--- src/rtl/core/gravity_force_accumulator_unit_defines.svh ---
// Assertion macros for the RTL of the gravity force accumulator (used by gfa_ctrl).
// Each body expects i_clk and i_rst_n to be in scope where it is used.
`ifndef GRAVITY_FORCE_ACCUMULATOR_UNIT_DEFINES_SVH
`define GRAVITY_FORCE_ACCUMULATOR_UNIT_DEFINES_SVH
`ifndef NO_ASSERTIONS
`define GFA_ASSERT_IMP(lbl, ante, cons) \
    lbl: assert property (@(posedge i_clk) disable iff (!i_rst_n) (ante) |-> (cons)) \
        else $error("gfa: same-cycle check failed");
`define GFA_ASSERT_NXT(lbl, ante, cons) \
    lbl: assert property (@(posedge i_clk) disable iff (!i_rst_n) (ante) |=> (cons)) \
        else $error("gfa: next-cycle check failed");
`else
`define GFA_ASSERT_IMP(lbl, ante, cons)
`define GFA_ASSERT_NXT(lbl, ante, cons)
`endif
`endif

--- src/rtl/core/gfa_pkg.sv ---
package gfa_pkg;

    localparam int DIMS      = 3;
    localparam int FRAC_BITS = 16;
    localparam int GAIN_FRAC = 16;
    localparam int OUT_FRAC  = 24;
    localparam int SOFT_FRAC = 32;
    localparam int K_SHIFT   = OUT_FRAC - GAIN_FRAC;
    localparam int SOFT_LSH  = (2 * FRAC_BITS >= SOFT_FRAC) ? 2 * FRAC_BITS - SOFT_FRAC : 0;
    localparam int SOFT_RSH  = (2 * FRAC_BITS >= SOFT_FRAC) ? 0 : SOFT_FRAC - 2 * FRAC_BITS;

    localparam int D_W    = 33;
    localparam int R2_W   = 66;
    localparam int P_W    = 200;
    localparam int ROOT_W = 100;
    localparam int REM_W  = 103;
    localparam int K_W    = 104;
    localparam int NUM_W  = 136;
    localparam int Q_W    = 48;
    localparam int CNT_W  = 8;

    localparam logic [CNT_W-1:0] SQ_LEN   = CNT_W'(D_W);
    localparam logic [CNT_W-1:0] R2_LEN   = CNT_W'(R2_W);
    localparam logic [CNT_W-1:0] SQRT_LEN = CNT_W'(P_W / 2);
    localparam logic [CNT_W-1:0] KG_LEN   = CNT_W'(32);
    localparam logic [CNT_W-1:0] DIV_LEN  = CNT_W'(NUM_W);

    localparam logic signed [47:0] SMAX = 48'sh7FFF_FFFF_FFFF;
    localparam logic signed [47:0] SMIN = 48'sh8000_0000_0000;

    localparam int CFG_IDX_W = 1;
    localparam logic [CFG_IDX_W-1:0] REG_GAIN = 1'b0;
    localparam logic [CFG_IDX_W-1:0] REG_SOFT = 1'b1;
    localparam logic [31:0] GAIN_RESET = 32'd65536;
    localparam logic [31:0] SOFT_RESET = 32'd1;

    typedef struct packed {
        logic signed [31:0] target_x;
        logic signed [31:0] target_y;
        logic signed [31:0] target_z;
        logic        [31:0] target_mass;
        logic signed [31:0] source_x;
        logic signed [31:0] source_y;
        logic signed [31:0] source_z;
        logic        [31:0] source_mass;
        logic               last_source;
    } t_in_word;

    typedef struct packed {
        logic signed [47:0] force_x;
        logic signed [47:0] force_y;
        logic signed [47:0] force_z;
        logic               saturated;
    } t_out_word;

    typedef enum logic [3:0] {
        OP_NONE,
        OP_CAPTURE,
        OP_SETUP_SQ,
        OP_MAC_STEP,
        OP_SETUP_R2SQ,
        OP_SETUP_R3,
        OP_SETUP_SQRT,
        OP_SQRT_STEP,
        OP_SETUP_KG,
        OP_SETUP_KM,
        OP_SAVE_K,
        OP_SETUP_NUM,
        OP_SETUP_DIV,
        OP_DIV_STEP,
        OP_ACC,
        OP_EMIT
    } t_op;

    typedef struct packed {
        t_op        op;
        logic [1:0] dim;
    } t_cmd;

    typedef struct packed {
        logic r2_zero;
        logic last;
        logic out_free;
    } t_sts;

endpackage

--- src/rtl/core/gravity_force_accumulator_unit.sv ---
// Softened direct-sum gravity on one target particle.
// Input channel: i_in_valid, o_in_stall, i_in_data carries one target and one
// source particle per word; last_source closes the sum for that target.
// Output channel: o_out_valid, i_out_stall, o_out_data carries the Q24.24 total
// force and the saturation flag, one word per closed sum.
// Configuration: i_cfg_we writes i_cfg_data into register i_cfg_idx
// (0 gravity gain, 1 softening); the user must write only while the block is
// idle, since the block itself does not enforce it.
// Each input word is processed by one bit-serial multiply-accumulate unit, a
// two-bit-per-cycle square root of r2 cubed and a one-bit-per-cycle divider run
// per dimension; a pair with zero r2 skips the cube, root, division and sum.
// After the last pair the result moves into the output register once it is free.
// A new input word is taken while a result waits; if the receiver still stalls
// when the next closing word is done, the block holds until the register frees.
// Reset, synchronous and active low, clears the accumulators, the flag, the
// output valid flag and restores the gain to 1.0 and the softening to one LSB.
module gravity_force_accumulator_unit import gfa_pkg::*; (
    input  logic                 i_clk,
    input  logic                 i_rst_n,
    input  logic                 i_in_valid,
    output logic                 o_in_stall,
    input  t_in_word             i_in_data,
    output logic                 o_out_valid,
    input  logic                 i_out_stall,
    output t_out_word            o_out_data,
    input  logic                 i_cfg_we,
    input  logic [CFG_IDX_W-1:0] i_cfg_idx,
    input  logic [31:0]          i_cfg_data
);

    t_cmd cmd;
    t_sts sts;

    gfa_ctrl u_ctrl (
        .i_clk      (i_clk),
        .i_rst_n    (i_rst_n),
        .i_in_valid (i_in_valid),
        .o_in_stall (o_in_stall),
        .i_sts      (sts),
        .o_cmd      (cmd)
    );

    gfa_dpath u_dpath (
        .i_clk       (i_clk),
        .i_rst_n     (i_rst_n),
        .i_in_data   (i_in_data),
        .i_cfg_we    (i_cfg_we),
        .i_cfg_idx   (i_cfg_idx),
        .i_cfg_data  (i_cfg_data),
        .i_out_stall (i_out_stall),
        .o_out_valid (o_out_valid),
        .o_out_data  (o_out_data),
        .i_cmd       (cmd),
        .o_sts       (sts)
    );

endmodule

--- src/rtl/core/gfa_ctrl.sv ---
`include "gravity_force_accumulator_unit_defines.svh"

module gfa_ctrl import gfa_pkg::*; (
    input  logic i_clk,
    input  logic i_rst_n,
    input  logic i_in_valid,
    output logic o_in_stall,
    input  t_sts i_sts,
    output t_cmd o_cmd
);

    typedef enum logic [19:0] {
        S_IDLE     = 20'h00001,
        S_SQ_SET   = 20'h00002,
        S_SQ_RUN   = 20'h00004,
        S_R2SQ_SET = 20'h00008,
        S_R2SQ_RUN = 20'h00010,
        S_R3_SET   = 20'h00020,
        S_R3_RUN   = 20'h00040,
        S_SQRT_SET = 20'h00080,
        S_SQRT_RUN = 20'h00100,
        S_KG_SET   = 20'h00200,
        S_KG_RUN   = 20'h00400,
        S_KM_SET   = 20'h00800,
        S_KM_RUN   = 20'h01000,
        S_K_SAVE   = 20'h02000,
        S_NUM_SET  = 20'h04000,
        S_NUM_RUN  = 20'h08000,
        S_DIV_SET  = 20'h10000,
        S_DIV_RUN  = 20'h20000,
        S_ACC      = 20'h40000,
        S_FIN      = 20'h80000
    } t_state;

    t_state           r_state, n_state;
    logic [CNT_W-1:0] r_cnt, n_cnt;
    logic [1:0]       r_dim, n_dim;
    logic             last_dim;

    assign last_dim   = (r_dim == 2'(DIMS - 1));
    assign o_in_stall = (r_state != S_IDLE);

    always_comb begin
        n_state   = r_state;
        n_cnt     = r_cnt + 1'b1;
        n_dim     = r_dim;
        o_cmd.op  = OP_NONE;
        o_cmd.dim = r_dim;
        case (r_state)
            S_IDLE: begin
                if (i_in_valid) begin
                    o_cmd.op = OP_CAPTURE;
                    n_dim    = 2'd0;
                    n_state  = S_SQ_SET;
                end
            end
            S_SQ_SET: begin
                o_cmd.op = OP_SETUP_SQ;
                n_cnt    = '0;
                n_state  = S_SQ_RUN;
            end
            S_SQ_RUN: begin
                o_cmd.op = OP_MAC_STEP;
                if (r_cnt == SQ_LEN - 1'b1) begin
                    if (last_dim) begin
                        n_state = S_R2SQ_SET;
                    end else begin
                        n_dim   = r_dim + 1'b1;
                        n_state = S_SQ_SET;
                    end
                end
            end
            S_R2SQ_SET: begin
                o_cmd.op = OP_SETUP_R2SQ;
                n_cnt    = '0;
                n_state  = i_sts.r2_zero ? S_FIN : S_R2SQ_RUN;
            end
            S_R2SQ_RUN: begin
                o_cmd.op = OP_MAC_STEP;
                if (r_cnt == R2_LEN - 1'b1) begin
                    n_state = S_R3_SET;
                end
            end
            S_R3_SET: begin
                o_cmd.op = OP_SETUP_R3;
                n_cnt    = '0;
                n_state  = S_R3_RUN;
            end
            S_R3_RUN: begin
                o_cmd.op = OP_MAC_STEP;
                if (r_cnt == R2_LEN - 1'b1) begin
                    n_state = S_SQRT_SET;
                end
            end
            S_SQRT_SET: begin
                o_cmd.op = OP_SETUP_SQRT;
                n_cnt    = '0;
                n_state  = S_SQRT_RUN;
            end
            S_SQRT_RUN: begin
                o_cmd.op = OP_SQRT_STEP;
                if (r_cnt == SQRT_LEN - 1'b1) begin
                    n_state = S_KG_SET;
                end
            end
            S_KG_SET: begin
                o_cmd.op = OP_SETUP_KG;
                n_cnt    = '0;
                n_state  = S_KG_RUN;
            end
            S_KG_RUN: begin
                o_cmd.op = OP_MAC_STEP;
                if (r_cnt == KG_LEN - 1'b1) begin
                    n_state = S_KM_SET;
                end
            end
            S_KM_SET: begin
                o_cmd.op = OP_SETUP_KM;
                n_cnt    = '0;
                n_state  = S_KM_RUN;
            end
            S_KM_RUN: begin
                o_cmd.op = OP_MAC_STEP;
                if (r_cnt == KG_LEN - 1'b1) begin
                    n_state = S_K_SAVE;
                end
            end
            S_K_SAVE: begin
                o_cmd.op = OP_SAVE_K;
                n_dim    = 2'd0;
                n_state  = S_NUM_SET;
            end
            S_NUM_SET: begin
                o_cmd.op = OP_SETUP_NUM;
                n_cnt    = '0;
                n_state  = S_NUM_RUN;
            end
            S_NUM_RUN: begin
                o_cmd.op = OP_MAC_STEP;
                if (r_cnt == SQ_LEN - 1'b1) begin
                    n_state = S_DIV_SET;
                end
            end
            S_DIV_SET: begin
                o_cmd.op = OP_SETUP_DIV;
                n_cnt    = '0;
                n_state  = S_DIV_RUN;
            end
            S_DIV_RUN: begin
                o_cmd.op = OP_DIV_STEP;
                if (r_cnt == DIV_LEN - 1'b1) begin
                    n_state = S_ACC;
                end
            end
            S_ACC: begin
                o_cmd.op = OP_ACC;
                if (last_dim) begin
                    n_state = S_FIN;
                end else begin
                    n_dim   = r_dim + 1'b1;
                    n_state = S_NUM_SET;
                end
            end
            S_FIN: begin
                if (!i_sts.last) begin
                    n_state = S_IDLE;
                end else if (i_sts.out_free) begin
                    o_cmd.op = OP_EMIT;
                    n_state  = S_IDLE;
                end
            end
            default: begin
                n_state = S_IDLE;
            end
        endcase
    end

    always_ff @(posedge i_clk) begin
        if (!i_rst_n) begin
            r_state <= S_IDLE;
            r_cnt   <= '0;
            r_dim   <= 2'd0;
        end else begin
            r_state <= n_state;
            r_cnt   <= n_cnt;
            r_dim   <= n_dim;
        end
    end

    `GFA_ASSERT_IMP(a_emit_needs_room, o_cmd.op == OP_EMIT, i_sts.out_free)
    `GFA_ASSERT_NXT(a_accept_leaves_idle, r_state == S_IDLE && i_in_valid, r_state == S_SQ_SET)
    `GFA_ASSERT_NXT(a_zero_r2_skips, r_state == S_R2SQ_SET && i_sts.r2_zero, r_state == S_FIN)
    `GFA_ASSERT_IMP(a_div_count_bound, r_state == S_DIV_RUN, r_cnt < DIV_LEN)

endmodule

--- src/rtl/core/gfa_dpath.sv ---
module gfa_dpath import gfa_pkg::*; (
    input  logic                 i_clk,
    input  logic                 i_rst_n,
    input  t_in_word             i_in_data,
    input  logic                 i_cfg_we,
    input  logic [CFG_IDX_W-1:0] i_cfg_idx,
    input  logic [31:0]          i_cfg_data,
    input  logic                 i_out_stall,
    output logic                 o_out_valid,
    output t_out_word            o_out_data,
    input  t_cmd                 i_cmd,
    output t_sts                 o_sts
);

    logic [31:0]            r_gain, r_soft;
    logic signed [D_W-1:0]  r_d [0:2];
    logic [31:0]            r_mt, r_ms;
    logic                   r_last;
    logic [P_W-1:0]         r_prod, r_a;
    logic [R2_W-1:0]        r_b, r_r2;
    logic [REM_W-1:0]       r_rem;
    logic [ROOT_W-1:0]      r_root, r_den;
    logic [K_W-1:0]         r_k;
    logic [Q_W-1:0]         r_q;
    logic                   r_big;
    logic signed [47:0]     r_acc [0:2];
    logic                   r_sat;
    logic                   r_out_valid;
    t_out_word              r_out;

    logic [D_W-1:0]         ad;
    logic [R2_W-1:0]        soft_al;
    logic [REM_W-1:0]       sq_rem, sq_trial;
    logic [ROOT_W:0]        dv_rem;
    logic                   dv_ge;
    logic                   over, neg;
    logic signed [47:0]     term;
    logic signed [48:0]     sum;
    logic                   ovf;

    assign ad      = r_d[i_cmd.dim][D_W-1] ? D_W'(-r_d[i_cmd.dim]) : D_W'(r_d[i_cmd.dim]);
    assign soft_al = (R2_W'(r_soft) << SOFT_LSH) >> SOFT_RSH;

    assign sq_rem   = {r_rem[REM_W-3:0], r_prod[P_W-1 -: 2]};
    assign sq_trial = REM_W'({r_root, 2'b01});

    assign dv_rem = {r_rem[ROOT_W-1:0], r_prod[P_W-1]};
    assign dv_ge  = (dv_rem >= {1'b0, r_den});

    assign over = r_big | r_q[Q_W-1];
    assign neg  = r_d[i_cmd.dim][D_W-1];
    always_comb begin
        if (over) begin
            term = neg ? SMIN : SMAX;
        end else if (neg) begin
            term = 48'(-{1'b0, r_q[Q_W-2:0]});
        end else begin
            term = {1'b0, r_q[Q_W-2:0]};
        end
    end
    assign sum = {r_acc[i_cmd.dim][47], r_acc[i_cmd.dim]} + {term[47], term};
    assign ovf = (sum[48] != sum[47]);

    assign o_sts.r2_zero  = (r_prod[R2_W-1:0] == '0);
    assign o_sts.last     = r_last;
    assign o_sts.out_free = !r_out_valid || !i_out_stall;

    assign o_out_valid = r_out_valid;
    assign o_out_data  = r_out;

    always_ff @(posedge i_clk) begin
        if (!i_rst_n) begin
            r_gain <= GAIN_RESET;
            r_soft <= SOFT_RESET;
        end else if (i_cfg_we) begin
            case (i_cfg_idx)
                REG_GAIN: r_gain <= i_cfg_data;
                REG_SOFT: r_soft <= i_cfg_data;
                default: begin
                end
            endcase
        end
    end

    always_ff @(posedge i_clk) begin
        case (i_cmd.op)
            OP_CAPTURE: begin
                r_d[0] <= D_W'(i_in_data.source_x) - D_W'(i_in_data.target_x);
                r_d[1] <= D_W'(i_in_data.source_y) - D_W'(i_in_data.target_y);
                r_d[2] <= D_W'(i_in_data.source_z) - D_W'(i_in_data.target_z);
                r_mt   <= i_in_data.target_mass;
                r_ms   <= i_in_data.source_mass;
                r_last <= i_in_data.last_source;
                r_prod <= P_W'(soft_al);
            end
            OP_SETUP_SQ: begin
                r_a <= P_W'(ad);
                r_b <= R2_W'(ad);
            end
            OP_MAC_STEP: begin
                if (r_b[0]) begin
                    r_prod <= r_prod + r_a;
                end
                r_a <= r_a << 1;
                r_b <= r_b >> 1;
            end
            OP_SETUP_R2SQ: begin
                r_r2   <= r_prod[R2_W-1:0];
                r_a    <= P_W'(r_prod[R2_W-1:0]);
                r_b    <= r_prod[R2_W-1:0];
                r_prod <= '0;
            end
            OP_SETUP_R3: begin
                r_a    <= r_prod;
                r_b    <= r_r2;
                r_prod <= '0;
            end
            OP_SETUP_SQRT: begin
                r_rem  <= '0;
                r_root <= '0;
            end
            OP_SQRT_STEP: begin
                if (sq_rem >= sq_trial) begin
                    r_rem  <= sq_rem - sq_trial;
                    r_root <= {r_root[ROOT_W-2:0], 1'b1};
                end else begin
                    r_rem  <= sq_rem;
                    r_root <= {r_root[ROOT_W-2:0], 1'b0};
                end
                r_prod <= r_prod << 2;
            end
            OP_SETUP_KG: begin
                r_den  <= r_root;
                r_a    <= P_W'(r_gain);
                r_b    <= R2_W'(r_mt);
                r_prod <= '0;
            end
            OP_SETUP_KM: begin
                r_a    <= P_W'(r_prod[63:0]);
                r_b    <= R2_W'(r_ms);
                r_prod <= '0;
            end
            OP_SAVE_K: begin
                r_k <= {r_prod[K_W-K_SHIFT-1:0], K_SHIFT'(0)};
            end
            OP_SETUP_NUM: begin
                r_a    <= P_W'(r_k);
                r_b    <= R2_W'(ad);
                r_prod <= '0;
            end
            OP_SETUP_DIV: begin
                r_prod <= {r_prod[NUM_W-1:0], (P_W - NUM_W)'(0)};
                r_rem  <= '0;
                r_q    <= '0;
                r_big  <= 1'b0;
            end
            OP_DIV_STEP: begin
                r_rem  <= REM_W'(dv_ge ? dv_rem - {1'b0, r_den} : dv_rem);
                r_q    <= {r_q[Q_W-2:0], dv_ge};
                r_big  <= r_big | r_q[Q_W-1];
                r_prod <= r_prod << 1;
            end
            default: begin
            end
        endcase
    end

    always_ff @(posedge i_clk) begin
        if (i_cmd.op == OP_EMIT) begin
            r_out.force_x   <= r_acc[0];
            r_out.force_y   <= r_acc[1];
            r_out.force_z   <= r_acc[2];
            r_out.saturated <= r_sat;
        end
    end

    always_ff @(posedge i_clk) begin
        if (!i_rst_n) begin
            r_acc[0]    <= '0;
            r_acc[1]    <= '0;
            r_acc[2]    <= '0;
            r_sat       <= 1'b0;
            r_out_valid <= 1'b0;
        end else begin
            if (i_cmd.op == OP_EMIT) begin
                r_out_valid <= 1'b1;
            end else if (r_out_valid && !i_out_stall) begin
                r_out_valid <= 1'b0;
            end
            case (i_cmd.op)
                OP_ACC: begin
                    if (ovf) begin
                        r_acc[i_cmd.dim] <= sum[48] ? SMIN : SMAX;
                    end else begin
                        r_acc[i_cmd.dim] <= sum[47:0];
                    end
                    r_sat <= r_sat | over | ovf;
                end
                OP_EMIT: begin
                    r_acc[0] <= '0;
                    r_acc[1] <= '0;
                    r_acc[2] <= '0;
                    r_sat    <= 1'b0;
                end
                default: begin
                end
            endcase
        end
    end

endmodule

--- config.mk ---
export PLATFORM = sky130hd
export DESIGN_NAME = gravity_force_accumulator_unit
export DESIGN_NICKNAME = d
export VERILOG_FILES = /design/src/rtl/core/gfa_pkg.sv /design/src/rtl/core/gravity_force_accumulator_unit.sv /design/src/rtl/core/gfa_ctrl.sv /design/src/rtl/core/gfa_dpath.sv
export VERILOG_INCLUDE_DIRS = /design/src /design/src/rtl/core
export SDC_FILE = /design/constraint.sdc
export NUM_CORES = 2
export LEC_CHECK = 0
export BUFFER_PORTS_ARGS = -buffer_cell sky130_fd_sc_hd__buf_2
export CAP_MARGIN = 15
export CORE_MARGIN = 2
export CORE_UTILIZATION = 50
export DETAILED_ROUTE_END_ITERATION = 8
export GPL_TIMING_DRIVEN = 0
export PLACE_DENSITY = 0.67
export SYNTH_ARGS = -nofsm -noshare
export SYNTH_HDL_FRONTEND = slang
export SYNTH_SLANG_ARGS = --single-unit
--- constraint.sdc ---
create_clock -name i_clk -period 25.2 [get_ports i_clk]
set_clock_uncertainty 0.15 [all_clocks]
set_input_delay 2.52 -clock i_clk [delete_from_list [all_inputs] [get_ports i_clk]]
set_output_delay 2.52 -clock i_clk [all_outputs]
set_load 0.01 [all_outputs]
# After elaboration in Yosys (flattened, before gate mapping)
# Memory sizes are Yosys's and may differ from the RTL's. A register that Yosys moved wholly into a read port is not among the register bits.
# Index checks and enable logic that the tools add are counted.
# word_totals
regBits,1140
ramBits,243
out_inout_bits,147
word_cells,191
n_memories,2
# mem_list
memory,depth,word_bits,rd,rd_ports_with_merged_regs,wr,line,rtl
u_dpath.r_acc,3,48,4,4,3,gfa_dpath.sv:26,logic signed [47:0] r_acc [0:2];
u_dpath.r_d,3,33,1,1,3,gfa_dpath.sv:16,logic signed [D_W-1:0] r_d [0:2];
# classes
n_addsub,11
n_lt_le_gt_ge,2
eq_ne,54
muxes,67
n_bitwise,9
reduce_logical,25
# op_table
operator,n
$pmux W200 S7,1
$pmux W200 S6,1
$mux W48,9
$pmux W20 S20,1
$pmux W66 S6,1
$pmux W101 S3,1
$mux W20,13
$mux W101,2
$add A200 B200 Y200,1
$mux W200,1
$pmux W100 S2,1
$ge A103 B102 Y1,1
$ge A101 B100 Y1,1
$sub A101 B100 Y101,1
$sub A101 B101 Y101,1
$sub A32 B32 Y33,3
$pmux W48 S2,1
$logic_not A66 Y1,1
$pmux W4 S15,1
$add A48 B48 Y49,1
$neg A47 Y48,1
$reduce_or A48 Y1,1
$mux W33,1
$neg A33 Y33,1
58 further kinds,121

# Depth between registers and ports, before layout
# depth
word_depth,12
ltp_mapped,32

# By module
# A second synthesis with hierarchy kept.
# unflattened
cells_unflattened,10124
hier_area_um2,99551.7
# by_module_without_submodules
module,n_inst,cells_per_inst,area_each_um2,seq_area_each_um2
gfa_dpath,1,9906,97687.4,45733.9
gfa_ctrl,1,218,1864.3,600.6

# Least setup slack after synthesis
# No wires, ideal clock.
# synth_timing
path_type,flip-flop to flip-flop
start,register u_ctrl.r_state[12]
end,"register u_dpath.r_a[0], enable pin"
setup_time_ps,1036
arrival_ps,18869
required_ps,24014
setup_slack_ps,5145
path_stages_with_launch,11
path_buffers,1
synth_period_minus_slack_ps,20055
cell_sequence,dfxtp_1 > clkbuf_1 > nor2_1 > and3_1 > nand2_1 > nor2_1 > and3_1 > nor2_1 > nand3_1 > or2_2 > o21ai_0
# synth_via
elab_chain_len,5
# synth_lines
element,line,rtl
start: declaration,gfa_ctrl.sv:35,"t_state r_state, n_state;"
start signal: assignment,gfa_ctrl.sv:184,r_state <= n_state;
"$eq A20 B3 Y1, or another cell as far along",gfa_ctrl.sv:49,case (r_state)
$reduce_or A6 Y1 (no source line),-,
$pmux W4 S15 *,gfa_ctrl.sv:49,
"$eq A4 B2 Y1, or another cell as far along",gfa_dpath.sv:86,case (i_cmd.op)
$reduce_bool A7 Y1 (no source line) *,-,
end signal: assignment,gfa_dpath.sv:97,r_a <= P_W'(ad);
end signal: assignment,gfa_dpath.sv:104,r_a <= r_a << 1;
end signal: assignment,gfa_dpath.sv:109,r_a <= P_W'(r_prod[R2_W-1:0]);
end: declaration,gfa_dpath.sv:19,"logic [P_W-1:0] r_prod, r_a;"
# Mark *: on every way between the ends. The rest lies on a longest branch, timed or not.
# A chain may end at the register's enable or synchronous reset.

==> out/qor.yml <==
die:
  die_x_um: 447.9
  dieArea_um2: 200600
  io_pins: 442
  chipHeight_um: 447.9
  initial_core_util: 0.5042
  rows: 162
  core-area_um2: 195400
layout:
  drive_gt1_frac: 0.08956
  final_area_um2: 111200
  fin_nets: 11410
  syn2layout_area_growth_pct: 12.86
  final_common_cell: "edfxtp_1"
  fillers: 17390
  final_core_util: 0.5690
  final_cell_mix: "edfxtp_1, a21oi_1, nor2_1"
global_route:
  grt_pass1_wl_um: 569600
  antenna_found_initial: 47
  grt_pass1_vias: 82360
  grt_overflow_total: 0
  grt_max_degree: 142
  grt_use_total: 0.3877
worst_setup_path:
  cp.required_ns: 25.62
  cpMaxStageDelayCell: "o21a_1"
  critPathArrivalTime_ns: 11.89
  end_kind: "flop"
  startpoint_type: "flop"
  cpMostUsedCell: "clkbuf_1"
  path_delay_family: "buffers and inverters"
  critPathMaxFanout: 10
  cp_slowest_stage_delay_ns: 0.72
  crit_buf_inv: 9
  critical_path_class: "flop to flop"
timing:
  fin_crit_ns: 11.48
  rsz0062_at_grt: "false"
  finalHoldViolCount: 0
  worstMarginPinSlew_ns: 1.371
  holdWs_ns: 0.2804
  setup_ws_ns: 13.72
  fin_tns_setup_ns: 0
  max_slew_margin: 0.07419
  fmax_mhz: 87.14
  setup_viol: 0
  slew_violations: 0
  period_share: 0.4554
power_and_ir_drop:
  p_int_w: 0.005153
  cellPowerDensity_nw_per_um2: 68.54
  power_leakage_nw: 43.67
  combPwrFrac: 0.205
  p_sw_w: 0.002467
  pwr-share-clk: 0.357
  vdd_ir_drop_max_mv: 0.05919
  power_switching_share: 0.3237
  seqPwrFrac: 0.438
clock_tree:
  cts_tree: "built"
  cts_root_buf: "clkbuf_16"
  clk_pin_slew_worst_paths_ns: 0.06
  clk_latency_ns: 0.88
  cts_max_path_buffers: 3
  clock_sinks: 1577
  htreeDepth: 4
  hold_buffers: 0
  cts_resized: 0
  cts_buffers: 171
  post-cts-setup-buffers: 0
place:
  gp_congestion: 1.068
  hpwl_um: 306300
  place_area_um2: 105000
  port_buffers: 441
  place_ws_ns: 14.00
route:
  drt_first_pass_iters: 9
  final_antenna_net_count: 0
  wire_per_inst_um: 29.91
  first_iter_violations: 14330
  vias: 87810
  vias_per_cell: 6.569
  drc: 37
  finalWirelength_um: 399800
run_status:
  violations: "DRC"
  outcome: "finished, violations left"
min_path:
  min_path_type: "flop to flop"
logic_synthesis:
  synth_cells: 9895
  synth_area_um2: 98510
  synth_async_sr_flop_share: 0
  ys_seq_area_frac: 0.4707
  syn_area_per_cell_um2: 9.956
  synth.net_count: 10750
  ys.warnings.count: 0
  synth_edf_count: 1479
  synth.ff_latch_count: 1577
  synthDistinctLibCells: 108
  ys.flop_type: "edfxtp_1"
flow_run:
  drv_cap: 0
==> path summary, 6_finish.rpt <==
kind                                     start                           endpoint  slack (ns)  cells after the start
max reg2reg                               flop  u_dpath.r_acc[1][8]$_SDFFCE_PN0P_       13.72                     31
min reg2reg  u_dpath.r_acc[2][0]$_SDFFCE_PN0P_            o_out_data[1]$_DFFE_PP_        0.28                      0
max                                       flop  u_dpath.r_acc[1][8]$_SDFFCE_PN0P_       13.72                     31
min          u_dpath.r_acc[2][0]$_SDFFCE_PN0P_            o_out_data[1]$_DFFE_PP_        0.28                      0
==> synthesized netlist by cell type, types with 25 or more instances <==
library cell | count | area share
o21a_1 | 92 | 0.0070
nor3_1 | 107 | 0.0054
o21ai_1 | 34 | 0.0017
o22ai_1 | 44 | 0.0028
a222oi_1 | 295 | 0.030
or2_2 | 30 | 0.0019
a22o_1 | 132 | 0.012
buf_1 | 33 | 0.0013
a21boi_0 | 96 | 0.0073
nand4_1 | 216 | 0.014
a22oi_1 | 89 | 0.0068
or3_1 | 43 | 0.0027
nand3_1 | 109 | 0.0055
xor2_1 | 225 | 0.020
o21ai_0 | 677 | 0.034
nor2_1 | 926 | 0.035
nand2_1 | 778 | 0.030
and2_1 | 68 | 0.0043
a21oi_1 | 947 | 0.048
o31ai_1 | 34 | 0.0026
and3_1 | 41 | 0.0026
clkbuf_1 | 522 | 0.020
a221o_1 | 25 | 0.0025
inv_1 | 602 | 0.023
mux2i_1 | 48 | 0.0049
o211ai_1 | 28 | 0.0021
a31oi_1 | 49 | 0.0031
a21o_1 | 332 | 0.025
nor4_1 | 66 | 0.0042
o21bai_1 | 129 | 0.0098
xnor2_1 | 332 | 0.030
a211oi_1 | 42 | 0.0032
dfxtp_1 | 98 | 0.020
edfxtp_1 | 1479 | 0.45
nand2b_1 | 76 | 0.0048
nor2b_1 | 82 | 0.0052
mux4_2 | 48 | 0.011
ha_1 | 556 | 0.071
==> flip-flops by register name (all words and copies together), names as in the netlist, 96 cells and up, named ones only <==
name,cells
u_dpath.r_prod,200
u_dpath.r_d,99
u_dpath.r_acc,192
u_dpath.r_den,100
u_dpath.r_a,200
u_dpath.r_rem,101
u_dpath.r_k,96
u_dpath.r_root,100
o_out_data,144
==> power by group through the flow <==
stage	Sequential (W)	Combinational, W	Clock (W)
global placement	0.00344	0.00147	0
CTS	0.00331	0.00151	0.00273
finish	0.00334	0.00156	0.00272
global route	0.00333	0.00168	0.00283
detailed placement	0.00336	0.00150	0
floorplan	0.00325	0.00101	0
==> metal layers <==
layer,GRT usage,routed length [µm],vias up
met3,0.09809,47040,977
met2,0.5802,172500,5596
met4,0.1751,20380,12
met5,0.01270,448,-
li1,-,-,38680
met1,0.5279,159400,42550
==> per-stage QoR <==
| step | cells | power, W |
|---|---|---|
| after floorplan | 9895 | 0.004266 |
| after detailed placement | 13000 | 0.004867 |
| after global routing | 13350 | 0.007830 |
| after CTS | 13320 | 0.007555 |
| final | 13370 | 0.007620 |
| after global placement | 12960 | 0.004909 |
==> layout make-up <==
class | instances | area (µm²) | area share
Tap cell | 2624 | 3283 | 0.02953
Timing Repair Buffer | 486 | 3142 | 0.02826
Buffer | 584 | 2261 | 0.02034
Multi-Input combinational cell | 7131 | 47700 | 0.4290
Antenna cell | 46 | 115.1 | 0.001035
Sequential cell | 1577 | 46370 | 0.4171
Clock inverter | 96 | 1399 | 0.01258
Clock buffer | 220 | 4629 | 0.04164
Inverter | 603 | 2276 | 0.02047
==> kinds of logic after synthesis <==
kind of cell / count (synthesis) / synth area share
AOI/OAI and AO/OA: 3260 / 0.2201
xor gates and xnor gates: 557 / 0.04952
adders and majority gates: 562 / 0.07184
buffers and inverters: 1187 / 0.04580
DFF: 1577 / 0.4707
muxes: 110 / 0.01745
and+or+nand+nor: 2642 / 0.1245
(Power assumes the default switching activity.)
